### config.mk
export PLATFORM = sky130hd
export DESIGN_NAME = io_request_coalescer_unit
export DESIGN_NICKNAME = d
export VERILOG_FILES = /design/src/ioc_pkg.sv /design/src/ioc_ram.sv /design/src/ioc_ctrl.sv /design/src/ioc_datapath.sv /design/src/io_request_coalescer_unit.sv
export SDC_FILE = /design/constraint.sdc
export NUM_CORES = 2
export LEC_CHECK = 0
export ABC_CLOCK_PERIOD_IN_PS = 8000
export BUFFER_PORTS_ARGS = -buffer_cell sky130_fd_sc_hd__buf_4
export CORE_AREA = 3 3 463 556
export CTS_CLUSTER_SIZE = 16
export DETAILED_ROUTE_END_ITERATION = 6
export DIE_AREA = 0 0 466 559
export GPL_ROUTABILITY_DRIVEN = 0
export SETUP_SLACK_MARGIN = 0.2
export SYNTH_ARGS = -nofsm -noshare
export SYNTH_HDL_FRONTEND = slang
export SYNTH_SLANG_ARGS = --single-unit
### constraint.sdc
create_clock -name clk -period 8 [get_ports clk]
set_input_delay 0.8 -clock clk [delete_from_list [all_inputs] [get_ports clk]]
set_output_delay 0.8 -clock clk [all_outputs]
set_load 0.1 [all_outputs]
### src/ioc_pkg.sv
// ----------------------------------------------------------------------------
// ioc_pkg
// Shared codes, limits and controller/datapath signal groups of the request
// coalescer.
// ----------------------------------------------------------------------------
package ioc_pkg;

  typedef enum logic [1:0] {
    OP_SUBMIT   = 2'd0,
    OP_END      = 2'd1,
    OP_COMPLETE = 2'd2,
    OP_CANCEL   = 2'd3
  } op_t;

  localparam logic [1:0] KIND_REQ      = 2'd0;
  localparam logic [1:0] KIND_DONE     = 2'd1;
  localparam logic [1:0] KIND_UNWOUND  = 2'd2;

  localparam logic [1:0] STAT_OK       = 2'd0;
  localparam logic [1:0] STAT_SHORT    = 2'd1;
  localparam logic [1:0] STAT_ERROR    = 2'd2;

  localparam logic [5:0]  GROUP_LIMIT  = 6'd32;
  localparam logic [30:0] MAX_TOTAL    = 31'h3FFF_FFFF;
  localparam logic [31:0] SHORT_CODE   = 32'hFFFF_FFFB;

  localparam int IN_DATA_W  = 200;
  localparam int OUT_DATA_W = 208;

  // controller -> datapath
  typedef struct packed {
    logic emit_head;     // send the pending head out
    logic load_head;     // start a new head from the held request
    logic emit_single;   // send one pass-through completion or cancel
    logic take_entry;    // pop a pool entry and fill it
    logic link_entry;    // chain the new entry behind the tail
    logic walk_init;     // start the summing pass at the group head
    logic walk_sum;      // add one member, step to the next
    logic walk_restart;  // settle status, rewind to the group head
    logic walk_emit;     // send one member, free its entry, step on
  } cmd_t;

  // datapath -> controller
  typedef struct packed {
    op_t  op;
    logic head_valid;
    logic head_is_group;
    logic merge_ok;
    logic group_known;
    logic out_free;
    logic walk_more;
    logic emit_last;
  } stat_t;

endpackage

### src/ioc_ram.sv
// ----------------------------------------------------------------------------
// ioc_ram
// Simple dual-port RAM: one write port, one read port with registered data.
// ----------------------------------------------------------------------------
module ioc_ram #(
  parameter int WIDTH = 8,
  parameter int DEPTH = 32
) (
  input  logic                     clk,
  input  logic                     we,
  input  logic [$clog2(DEPTH)-1:0] waddr,
  input  logic [WIDTH-1:0]         wdata,
  input  logic [$clog2(DEPTH)-1:0] raddr,
  output logic [WIDTH-1:0]         rdata
);

  logic [WIDTH-1:0] mem_r [DEPTH];
  logic [WIDTH-1:0] rdata_r;

  always_ff @(posedge clk) begin
    if (we) begin
      mem_r[waddr] <= wdata;
    end
    rdata_r <= mem_r[raddr];
  end

  assign rdata = rdata_r;

endmodule

### src/ioc_ctrl.sv
// ----------------------------------------------------------------------------
// ioc_ctrl
// Sequencer: decodes each request and steps merges and group walks.
// ----------------------------------------------------------------------------
module ioc_ctrl (
  input  logic          clk,
  input  logic          rst_n,
  input  logic          in_tvalid,
  output logic          in_tready,
  input  ioc_pkg::stat_t stat,
  output ioc_pkg::cmd_t  cmd
);

  typedef enum logic [3:0] {
    ST_IDLE, ST_DECODE, ST_POP_RD, ST_POP_DAT, ST_LINK,
    ST_W1_RD, ST_W1_DAT, ST_CHECK, ST_W2_RD, ST_W2_DAT
  } state_t;

  state_t state_r, state_nxt;

  always_ff @(posedge clk) begin
    if (!rst_n) begin
      state_r <= ST_IDLE;
    end else begin
      state_r <= state_nxt;
    end
  end

  assign in_tready = (state_r == ST_IDLE);

  always_comb begin
    state_nxt = state_r;
    cmd       = '0;
    unique case (state_r)
      ST_IDLE: begin
        if (in_tvalid) state_nxt = ST_DECODE;
      end
      ST_DECODE: begin
        unique case (stat.op)
          ioc_pkg::OP_SUBMIT: begin
            if (stat.head_valid && stat.merge_ok) begin
              state_nxt = ST_POP_RD;
            end else if (!stat.head_valid) begin
              cmd.load_head = 1'b1;
              state_nxt     = ST_IDLE;
            end else if (stat.out_free) begin
              cmd.emit_head = 1'b1;
              cmd.load_head = 1'b1;
              state_nxt     = ST_IDLE;
            end
          end
          ioc_pkg::OP_END: begin
            if (!stat.head_valid) begin
              state_nxt = ST_IDLE;
            end else if (stat.out_free) begin
              cmd.emit_head = 1'b1;
              state_nxt     = ST_IDLE;
            end
          end
          default: begin
            if (stat.group_known) begin
              cmd.walk_init = 1'b1;
              state_nxt     = ST_W1_RD;
            end else if (stat.out_free) begin
              cmd.emit_single = 1'b1;
              state_nxt       = ST_IDLE;
            end
          end
        endcase
      end
      ST_POP_RD:  state_nxt = ST_POP_DAT;
      ST_POP_DAT: begin
        cmd.take_entry = 1'b1;
        state_nxt = stat.head_is_group ? ST_LINK : ST_POP_RD;
      end
      ST_LINK: begin
        cmd.link_entry = 1'b1;
        state_nxt      = ST_IDLE;
      end
      ST_W1_RD:  state_nxt = ST_W1_DAT;
      ST_W1_DAT: begin
        cmd.walk_sum = 1'b1;
        state_nxt = stat.walk_more ? ST_W1_RD : ST_CHECK;
      end
      ST_CHECK: begin
        cmd.walk_restart = 1'b1;
        state_nxt        = ST_W2_RD;
      end
      ST_W2_RD:  state_nxt = ST_W2_DAT;
      ST_W2_DAT: begin
        if (stat.out_free) begin
          cmd.walk_emit = 1'b1;
          state_nxt = stat.emit_last ? ST_IDLE : ST_W2_RD;
        end
      end
      default: state_nxt = ST_IDLE;
    endcase
  end

endmodule

### src/ioc_datapath.sv
// ----------------------------------------------------------------------------
// ioc_datapath
// Held request, pending head, entry pool, group walk and result register.
// ----------------------------------------------------------------------------
module ioc_datapath #(
  parameter int POOL_ENTRIES = 32
) (
  input  logic                             clk,
  input  logic                             rst_n,
  input  logic                             in_fire,
  input  logic [ioc_pkg::IN_DATA_W-1:0]    in_tdata,
  input  logic [1:0]                       in_tuser,
  input  ioc_pkg::cmd_t                    cmd,
  output ioc_pkg::stat_t                   stat,
  input  logic                             out_tready,
  output logic                             out_tvalid,
  output logic [ioc_pkg::OUT_DATA_W-1:0]   out_tdata,
  output logic [1:0]                       out_tuser,
  output logic                             out_tlast
);

  localparam int IW = $clog2(POOL_ENTRIES);
  localparam int NW = $clog2(POOL_ENTRIES + 1);
  localparam logic [NW-1:0] NO_NEXT = NW'(POOL_ENTRIES);

  // held request
  logic [ioc_pkg::IN_DATA_W-1:0] in_data_r;
  ioc_pkg::op_t                  in_op_r;

  logic [15:0] i_handle;
  logic [2:0]  i_opcode;
  logic [47:0] i_offset, i_buffer;
  logic [23:0] i_len;
  logic [15:0] i_tag;
  logic        i_isgrp;
  logic [4:0]  i_slot;
  logic [31:0] i_cv;
  logic [IW-1:0] slot_idx;

  assign i_handle = in_data_r[15:0];
  assign i_opcode = in_data_r[18:16];
  assign i_offset = in_data_r[66:19];
  assign i_buffer = in_data_r[114:67];
  assign i_len    = in_data_r[138:115];
  assign i_tag    = in_data_r[154:139];
  assign i_isgrp  = in_data_r[155];
  assign i_slot   = in_data_r[160:156];
  assign i_cv     = in_data_r[192:161];
  assign slot_idx = IW'(i_slot);

  // pending head
  logic        hv_r;
  logic [15:0] hd_handle_r;
  logic [2:0]  hd_opcode_r;
  logic [47:0] hd_off_r, hd_buf_r;
  logic [29:0] hd_len_r;
  logic [15:0] hd_tag_r;
  logic        gi_grp_r;
  logic [IW-1:0] gi_slot_r, gi_tail_r, e2_r;
  logic [5:0]  gi_cnt_r;

  // pool
  logic [NW-1:0]           fc_r;
  logic [POOL_ENTRIES-1:0] touched_r, live_r;
  logic                    touched_q_r;
  logic [IW-1:0]           fs_idx_q_r, fs_raddr, fs_rdata, fs_entry;
  logic                    fs_we;

  logic          md_we, mn_we;
  logic [IW-1:0] md_waddr, mn_waddr;
  logic [39:0]   md_wdata, md_rdata;
  logic [NW-1:0] mn_wdata, mn_rdata;

  // walk
  logic [IW-1:0] ptr_r;
  logic [5:0]    n_r, i_r;
  logic [29:0]   total_r;
  logic [1:0]    st_r;
  logic          err_r;
  logic [31:0]   code_r;
  logic [15:0]   m_tag;
  logic [23:0]   m_len;

  // result register
  logic                           out_valid_r;
  logic [ioc_pkg::OUT_DATA_W-1:0] o_data_r, o_data_nxt;
  logic [1:0]                     o_kind_r, o_kind_nxt;
  logic                           o_last_r, o_last_nxt;
  logic                           out_load, out_free;

  logic [47:0] off_end, buf_end;
  logic [30:0] sum31;
  logic        err_now;
  logic [1:0]  walk_kind;

  assign fs_raddr = IW'(fc_r - NW'(1));
  assign fs_entry = touched_q_r ? fs_rdata : fs_idx_q_r;
  assign fs_we    = cmd.walk_emit && (fc_r < NO_NEXT);

  ioc_ram #(.WIDTH(IW), .DEPTH(POOL_ENTRIES)) u_free_stack (
    .clk(clk), .we(fs_we), .waddr(IW'(fc_r)), .wdata(ptr_r),
    .raddr(fs_raddr), .rdata(fs_rdata)
  );

  assign md_we    = cmd.take_entry;
  assign md_waddr = fs_entry;
  assign md_wdata = gi_grp_r ? {i_tag, i_len} : {hd_tag_r, hd_len_r[23:0]};
  assign mn_we    = cmd.take_entry || cmd.link_entry;
  assign mn_waddr = cmd.link_entry ? gi_tail_r : fs_entry;
  assign mn_wdata = cmd.link_entry ? NW'(e2_r) : NO_NEXT;

  ioc_ram #(.WIDTH(40), .DEPTH(POOL_ENTRIES)) u_member_data (
    .clk(clk), .we(md_we), .waddr(md_waddr), .wdata(md_wdata),
    .raddr(ptr_r), .rdata(md_rdata)
  );

  ioc_ram #(.WIDTH(NW), .DEPTH(POOL_ENTRIES)) u_member_next (
    .clk(clk), .we(mn_we), .waddr(mn_waddr), .wdata(mn_wdata),
    .raddr(ptr_r), .rdata(mn_rdata)
  );

  assign m_tag = md_rdata[39:24];
  assign m_len = md_rdata[23:0];

  // merge checks
  assign off_end = hd_off_r + 48'(hd_len_r);
  assign buf_end = hd_buf_r + 48'(hd_len_r);
  assign sum31   = {1'b0, hd_len_r} + 31'(i_len);

  assign out_free = !out_valid_r || out_tready;
  assign out_load = cmd.emit_head || cmd.emit_single || cmd.walk_emit;

  assign err_now = (in_op_r == ioc_pkg::OP_COMPLETE) && (i_cv != 32'(total_r));
  assign walk_kind = (in_op_r == ioc_pkg::OP_COMPLETE) ? ioc_pkg::KIND_DONE
                                                       : ioc_pkg::KIND_UNWOUND;

  always_comb begin
    stat               = '0;
    stat.op            = in_op_r;
    stat.head_valid    = hv_r;
    stat.head_is_group = gi_grp_r;
    stat.merge_ok      = (i_handle == hd_handle_r) && (i_opcode == hd_opcode_r)
                      && (off_end == i_offset) && (buf_end == i_buffer)
                      && (fc_r >= (gi_grp_r ? NW'(1) : NW'(2)))
                      && (sum31 <= ioc_pkg::MAX_TOTAL)
                      && (!gi_grp_r || (gi_cnt_r < ioc_pkg::GROUP_LIMIT));
    stat.group_known   = i_isgrp && (32'(i_slot) < 32'(POOL_ENTRIES)) && live_r[slot_idx];
    stat.out_free      = out_free;
    stat.walk_more     = ((n_r + 6'd1) < ioc_pkg::GROUP_LIMIT) && (mn_rdata < NO_NEXT);
    stat.emit_last     = (i_r == (n_r - 6'd1));
  end

  // result payload
  always_comb begin
    o_data_nxt = o_data_r;
    o_kind_nxt = o_kind_r;
    o_last_nxt = o_last_r;
    priority if (cmd.emit_head) begin
      o_kind_nxt = ioc_pkg::KIND_REQ;
      o_last_nxt = 1'b1;
      o_data_nxt = {7'd0, 32'd0, ioc_pkg::STAT_OK,
                    gi_grp_r ? 5'(gi_slot_r) : 5'd0, gi_grp_r,
                    hd_tag_r, hd_len_r, hd_buf_r, hd_off_r, hd_opcode_r, hd_handle_r};
    end else if (cmd.emit_single) begin
      o_kind_nxt = walk_kind;
      o_last_nxt = 1'b1;
      if (in_op_r == ioc_pkg::OP_COMPLETE) begin
        o_data_nxt = {7'd0, i_cv, ioc_pkg::STAT_OK, 5'd0, 1'b0,
                      i_tag, 30'd0, 48'd0, 48'd0, 3'd0, 16'd0};
      end else begin
        o_data_nxt = {7'd0, 32'(i_len), ioc_pkg::STAT_OK, 5'd0, 1'b0,
                      i_tag, 30'(i_len), 48'd0, 48'd0, 3'd0, 16'd0};
      end
    end else if (cmd.walk_emit) begin
      o_kind_nxt = walk_kind;
      o_last_nxt = stat.emit_last;
      o_data_nxt = {7'd0, err_r ? code_r : 32'(m_len), st_r, i_slot, 1'b1,
                    m_tag, 30'(m_len), 48'd0, 48'd0, 3'd0, 16'd0};
    end
  end

  // control state
  always_ff @(posedge clk) begin
    if (!rst_n) begin
      hv_r        <= 1'b0;
      gi_grp_r    <= 1'b0;
      fc_r        <= NO_NEXT;
      touched_r   <= '0;
      live_r      <= '0;
      out_valid_r <= 1'b0;
    end else begin
      if (out_load) begin
        out_valid_r <= 1'b1;
      end else if (out_tready) begin
        out_valid_r <= 1'b0;
      end
      if (cmd.emit_head) begin
        hv_r     <= 1'b0;
        gi_grp_r <= 1'b0;
        if (gi_grp_r) live_r[gi_slot_r] <= 1'b1;
      end
      if (cmd.load_head) begin
        hv_r     <= 1'b1;
        gi_grp_r <= 1'b0;
      end
      if (cmd.take_entry) begin
        fc_r             <= fc_r - NW'(1);
        live_r[fs_entry] <= 1'b0;
        gi_grp_r         <= 1'b1;
      end
      if (cmd.walk_restart) live_r[slot_idx] <= 1'b0;
      if (fs_we) begin
        fc_r               <= fc_r + NW'(1);
        touched_r[IW'(fc_r)] <= 1'b1;
      end
    end
  end

  // payload registers
  always_ff @(posedge clk) begin
    touched_q_r <= touched_r[fs_raddr];
    fs_idx_q_r  <= fs_raddr;
    o_data_r    <= o_data_nxt;
    o_kind_r    <= o_kind_nxt;
    o_last_r    <= o_last_nxt;
    if (in_fire) begin
      in_data_r <= in_tdata;
      in_op_r   <= ioc_pkg::op_t'(in_tuser);
    end
    if (cmd.load_head) begin
      hd_handle_r <= i_handle;
      hd_opcode_r <= i_opcode;
      hd_off_r    <= i_offset;
      hd_buf_r    <= i_buffer;
      hd_len_r    <= 30'(i_len);
      hd_tag_r    <= i_tag;
    end
    if (cmd.take_entry) begin
      if (!gi_grp_r) begin
        gi_slot_r <= fs_entry;
        gi_tail_r <= fs_entry;
        gi_cnt_r  <= 6'd1;
      end else begin
        e2_r <= fs_entry;
      end
    end
    if (cmd.link_entry) begin
      gi_tail_r <= e2_r;
      gi_cnt_r  <= gi_cnt_r + 6'd1;
      hd_len_r  <= sum31[29:0];
    end
    if (cmd.walk_init) begin
      ptr_r   <= slot_idx;
      n_r     <= 6'd0;
      total_r <= 30'd0;
    end
    if (cmd.walk_sum) begin
      n_r     <= n_r + 6'd1;
      total_r <= total_r + 30'(m_len);
      ptr_r   <= IW'(mn_rdata);
    end
    if (cmd.walk_restart) begin
      ptr_r  <= slot_idx;
      i_r    <= 6'd0;
      err_r  <= err_now;
      st_r   <= !err_now ? ioc_pkg::STAT_OK
              : (i_cv[31] ? ioc_pkg::STAT_ERROR : ioc_pkg::STAT_SHORT);
      code_r <= i_cv[31] ? i_cv : ioc_pkg::SHORT_CODE;
    end
    if (cmd.walk_emit) begin
      i_r   <= i_r + 6'd1;
      ptr_r <= IW'(mn_rdata);
    end
  end

  assign out_tvalid = out_valid_r;
  assign out_tdata  = o_data_r;
  assign out_tuser  = o_kind_r;
  assign out_tlast  = o_last_r;

endmodule

### src/io_request_coalescer_unit.sv
// Flow: a request is taken when idle and decoded in the cycle after; a plain submit or
// end of batch ends at decode, a merge pops one pool entry (two if the head is not yet a
// group, free stack reads are registered) and links it. A group completion or cancel walks
// the member list twice on the shared member RAM read port, one result per member.
// Reset (rst_n low, synchronous): head dropped, pool count full, live and valid bits
// cleared; no clearing pass, the block takes requests straight after reset.
// ----------------------------------------------------------------------------
// io_request_coalescer_unit
// Merges contiguous disk requests into groups and splits group completions.
// ----------------------------------------------------------------------------
module io_request_coalescer_unit #(
  parameter int POOL_ENTRIES = 32
) (
  input  logic         clk,
  input  logic         rst_n,
  // handle[15:0] opcode[18:16] offset[66:19] buffer_addr[114:67] length[138:115]
  // tag[154:139] is_group[155] group_slot[160:156] completion_value[192:161]
  input  logic [199:0] in_tdata,
  input  logic [1:0]   in_tuser,   // op[1:0]
  input  logic         in_tvalid,
  output logic         in_tready,
  // out_handle[15:0] out_opcode[18:16] out_offset[66:19] out_buffer[114:67]
  // out_length[144:115] out_tag[160:145] out_is_group[161] out_group_slot[166:162]
  // status[168:167] value[200:169]
  output logic [207:0] out_tdata,
  output logic [1:0]   out_tuser,  // kind[1:0]
  output logic         out_tlast,  // last
  output logic         out_tvalid,
  input  logic         out_tready
);

  ioc_pkg::cmd_t  cmd;
  ioc_pkg::stat_t stat;
  logic           in_fire;

  // hold each request until its decode completes
  assign in_fire = in_tvalid && in_tready;

  // sequencer: one request at a time
  ioc_ctrl u_ctrl (
    .clk(clk), .rst_n(rst_n),
    .in_tvalid(in_tvalid), .in_tready(in_tready),
    .stat(stat), .cmd(cmd)
  );

  // head, pool, group walk and result register
  ioc_datapath #(.POOL_ENTRIES(POOL_ENTRIES)) u_datapath (
    .clk(clk), .rst_n(rst_n),
    .in_fire(in_fire), .in_tdata(in_tdata), .in_tuser(in_tuser),
    .cmd(cmd), .stat(stat),
    .out_tready(out_tready), .out_tvalid(out_tvalid),
    .out_tdata(out_tdata), .out_tuser(out_tuser), .out_tlast(out_tlast)
  );

`ifndef SYNTH
  a_one_load: assert property (@(posedge clk) disable iff (!rst_n)
    $onehot0({cmd.emit_head, cmd.emit_single, cmd.walk_emit}))
    else $error("two result loads in one cycle");

  a_load_free: assert property (@(posedge clk) disable iff (!rst_n)
    (cmd.emit_head || cmd.emit_single || cmd.walk_emit) |-> stat.out_free)
    else $error("result register overwritten");

  a_group_head: assert property (@(posedge clk) disable iff (!rst_n)
    stat.head_is_group |-> stat.head_valid)
    else $error("group without pending head");
`endif

endmodule

==> impl_metrics.toml <==
[sta]
setup_violations = 0
hold_violations = 0
finalMaxSlewViolations = 0
slew-limit-headroom = 0.000865
period_needed_ns = 7.31
setup_tns_ns = 0
max_freq_mhz = 137
rsz0062_at_grt = "no"
finClkSkew_ns = 0.0781
timing.final.crit_share = 0.913
worst_pin_slew_ns = 1.49

[place]
portBuffers = 404
dpl.hpwl_um = 187000

[routing]
drc_errors = 6
dr.pass1.iters = 7
viasPerCell = 5.79
via_count = 57000
drt_iter0_drc = 6332
wl_um = 293000
antenna_left = 0
routedWlPerCell_um = 29.8

[power_and_ir_drop]
p_clk_frac = 0.426
p_total_mw = 26.8
leakagePower_nw = 37.9
pwr-share-comb = 0.049
swShare = 0.226
seq_power_share = 0.525
power.switching_mw = 6.06
p_int_mw = 20.7
ir_drop_mv = 0.249
power_density_mw_per_mm2 = 230

[layout]
seq_area_mm2 = 0.0712
syn2layout_area_growth_pct = 15.5
nFillCells = 21400
layout-drive-gt1-share = 0.246
final_util = 0.461
multi_input_area_mm2 = 0.0286
fin_nets = 6580
final_cell_mix = "edfxtp_1, mux4_2, buf_4"
final_common_cell = "edfxtp_1"

[floorplanning]
num_rows = 202
io_pins = 419
die_w_um = 466
start_util = 0.399
core_mm2 = 0.252
fp.dieH_um = 559
die-area_mm2 = 0.260

[grt]
grt_pass1_vias = 57100
grtUsageTotal = 0.220
grt_start_max_net_pins = 135
overflow = 0
grt_pass1_wl_um = 416000
antenna_found_initial = 24

[clocking]
cts_setup_buffers = 0
clk_path_buf_depth = 3
htree_num_levels = 4
clock_latency_ns = 0.91
cts_root_buf = "clkbuf_16"
numCtsBuffers = 238
clock-sinks = 2428
clk_pin_slew_ns = 0.06
cts_tree = "done"

[critical_path]
cp_data_required_time_ns = 8.52
start_kind = "flop"
cp-end-kind = "flop"
rr_worst_depth = 16
cp_max_fo = 93
worst-r2r-setup-slack_ns = 0.69
r2r-end = "u_datapath.out_tdata[106]"
r2r_start = "u_datapath.hd_len_r[16]"
crit_type = "reg -> reg"
arrival_ns = 7.83

[worst_hold_path]
min-delay-start = "in_tdata[29]"
whs_path_depth = 1
hold_class = "in -> reg"
hold_path_end = "u_datapath.in_data_r[29]"

[yosys]
synth_edf_count = 2257
synth.distinct_cells = 94
synth_area_leaders = "edfxtp_1, mux4_2, dfxtp_1"
syn-instance-count = 5771
synth_area_per_cell_um2 = 17.5
yosys_register_bits = 2428
synthArstFlopShare = 0
yosysWarnings = 0
syn-cell-area_mm2 = 0.101
yosys.area.top_type_share = 0.673
yosysTopAreaCell = "edfxtp_1"
synth_top_flop_cell = "edfxtp_1"
yosysSeqAreaShare = 0.706

[outcome]
status = "complete, but fails checks"
violations = "design-rule violations, max-capacitance violations"

[flow_run]
max-cap-violations = 1
## synth_stat cells, types with 11 or more instances
| library cell | number |
|---|---|
| edfxtp_1 | 2257 |
| mux4_2 | 528 |
| nor2_1 | 374 |
| nand2_1 | 265 |
| clkbuf_1 | 210 |
| dfxtp_1 | 171 |
| a21oi_1 | 159 |
| and3_1 | 153 |
| xnor2_1 | 136 |
| o21ai_0 | 135 |
| ha_1 | 118 |
| xor2_1 | 110 |
| mux2_2 | 93 |
| nand3_1 | 89 |
| nor3_1 | 69 |
| nand4_1 | 66 |
| a211oi_1 | 60 |
| mux2i_1 | 60 |
| inv_1 | 58 |
| buf_1 | 49 |
| nand2b_1 | 49 |
| a21o_1 | 38 |
| o21a_1 | 30 |
| and2_1 | 28 |
| nor4_1 | 28 |
| nor2b_1 | 26 |
| a221oi_1 | 25 |
| a31oi_1 | 24 |
| mux2_1 | 23 |
| o21ai_1 | 23 |
| a22o_1 | 22 |
| or3_1 | 19 |
| a22oi_1 | 17 |
| a2111oi_0 | 16 |
| o211ai_1 | 16 |
| buf_2 | 13 |
| o31ai_1 | 13 |
| and4_1 | 12 |
| o22ai_1 | 12 |
| nand3b_1 | 11 |
| nor3b_1 | 11 |
| o21bai_1 | 11 |
## flip-flops by register name, summed over array words and instances, names as in the netlist, 40 cells and up
name,flops
u_datapath.hd_buf_r,48
u_datapath.hd_off_r,48
u_datapath.in_data_r,193
u_datapath.out_tdata,201
u_datapath.u_free_stack.mem_r,160
u_datapath.u_member_data.mem_r,1280
u_datapath.u_member_data.rdata,40
u_datapath.u_member_next.mem_r,192
## layout make-up
class                      count  share of cell area
tap                         3366              0.0362
clock inverter               146              0.0133
timing repair buffer         518              0.0350
antenna                       10            0.000215
inverter                      58             0.00192
sequential                  2428               0.612
clock buffer                 306              0.0556
multi-input combinational   3008               0.246
## stage by stage
step | worst slack, ns | hold slack, ns | instance area [um2] | cells
final | 0.692 | 0.0740 | 116000 | 9840
after global routing | 0.728 | 0.0319 | 116000 | 9833
after CTS | 1.03 | 0.000167 | 116000 | 9830
after detailed placement | 1.10 | 0.440 | 108000 | 9363
after global placement | 1.11 | 0.430 | 108000 | 9363
after floorplan | 1.35 | 0.418 | 101000 | 5777
## kinds of logic (layout without fill, tap and decap cells)
| kind of cell | count (synthesis) | after routing | synth area share |
|---|---|---|---|
| fa+ha+maj | 122 | 122 | 0.0154 |
| buf+inv | 341 | 1028 | 0.0134 |
| flops | 2428 | 2428 | 0.706 |
| other cells | 1 | 17 | 0.0000372 |
| compound gates | 690 | 690 | 0.0458 |
| mux | 705 | 705 | 0.137 |
| xor+xnor | 246 | 246 | 0.0214 |
| simple gates | 1238 | 1238 | 0.0604 |
## critical path, stage by stage (launching register included)
cell and delay (ns):
edfxtp_1 0.53, ha_1 0.62, a21oi_1 0.19, o2111a_1 0.30
nor3_1 0.50, nor3_1 0.15, a2111oi_0 1.10, nand4_1 0.22
nor4_1 0.57, nand4_1 0.21, nor4_1 0.27, nand4_1 0.44
buf_4 0.33, nor3b_2 0.38, nor3_2 0.08, nand2b_4 0.45
buf_12 0.37
## worst max path at each step
stage	start	end	slack [ns]
final	u_datapath.hd_len_r[16]	u_datapath.out_tdata[106]	0.69
after global routing	u_datapath.hd_len_r[13]	u_datapath.out_tdata[158]	0.73
after CTS	u_datapath.hd_len_r[17]	u_datapath.out_tdata[158]	1.03
after detailed placement	u_datapath.hd_len_r[16]	u_datapath.out_tdata[87]	1.10
after global placement	u_datapath.hd_len_r[16]	u_datapath.out_tdata[87]	1.11
after floorplan	u_ctrl.state_r[0]	u_datapath.in_data_r[0]	1.35
## per-layer routing
layer  routed length, um  share of wire  GRT usage  vias up
li1                    -              -          -    24200
met1              114000           0.39      0.284    29500
met2              141000           0.48      0.360     2628
met3               23100          0.079     0.0442      596
met4               15400          0.053      0.102        6
met5                  34        0.00012          0        -
## power by group through the flow
stage	Combinational (mW)	Clock, mW	Sequential [mW]
after CTS	1.31	11.6	14.1
final	1.32	11.4	14.1
after detailed placement	1.30	0	14.3
after global routing	1.38	12.1	14.1
after global placement	1.29	0	14.3
after floorplan	0.405	0	14.7
## timing repair
item / 4_1_cts / 5_1_grt
hold buffers: 15 / 0
resized for setup: 0 / 0
hold endpoints to repair: 15 / 0
Power figures use the tool's default switching activity.
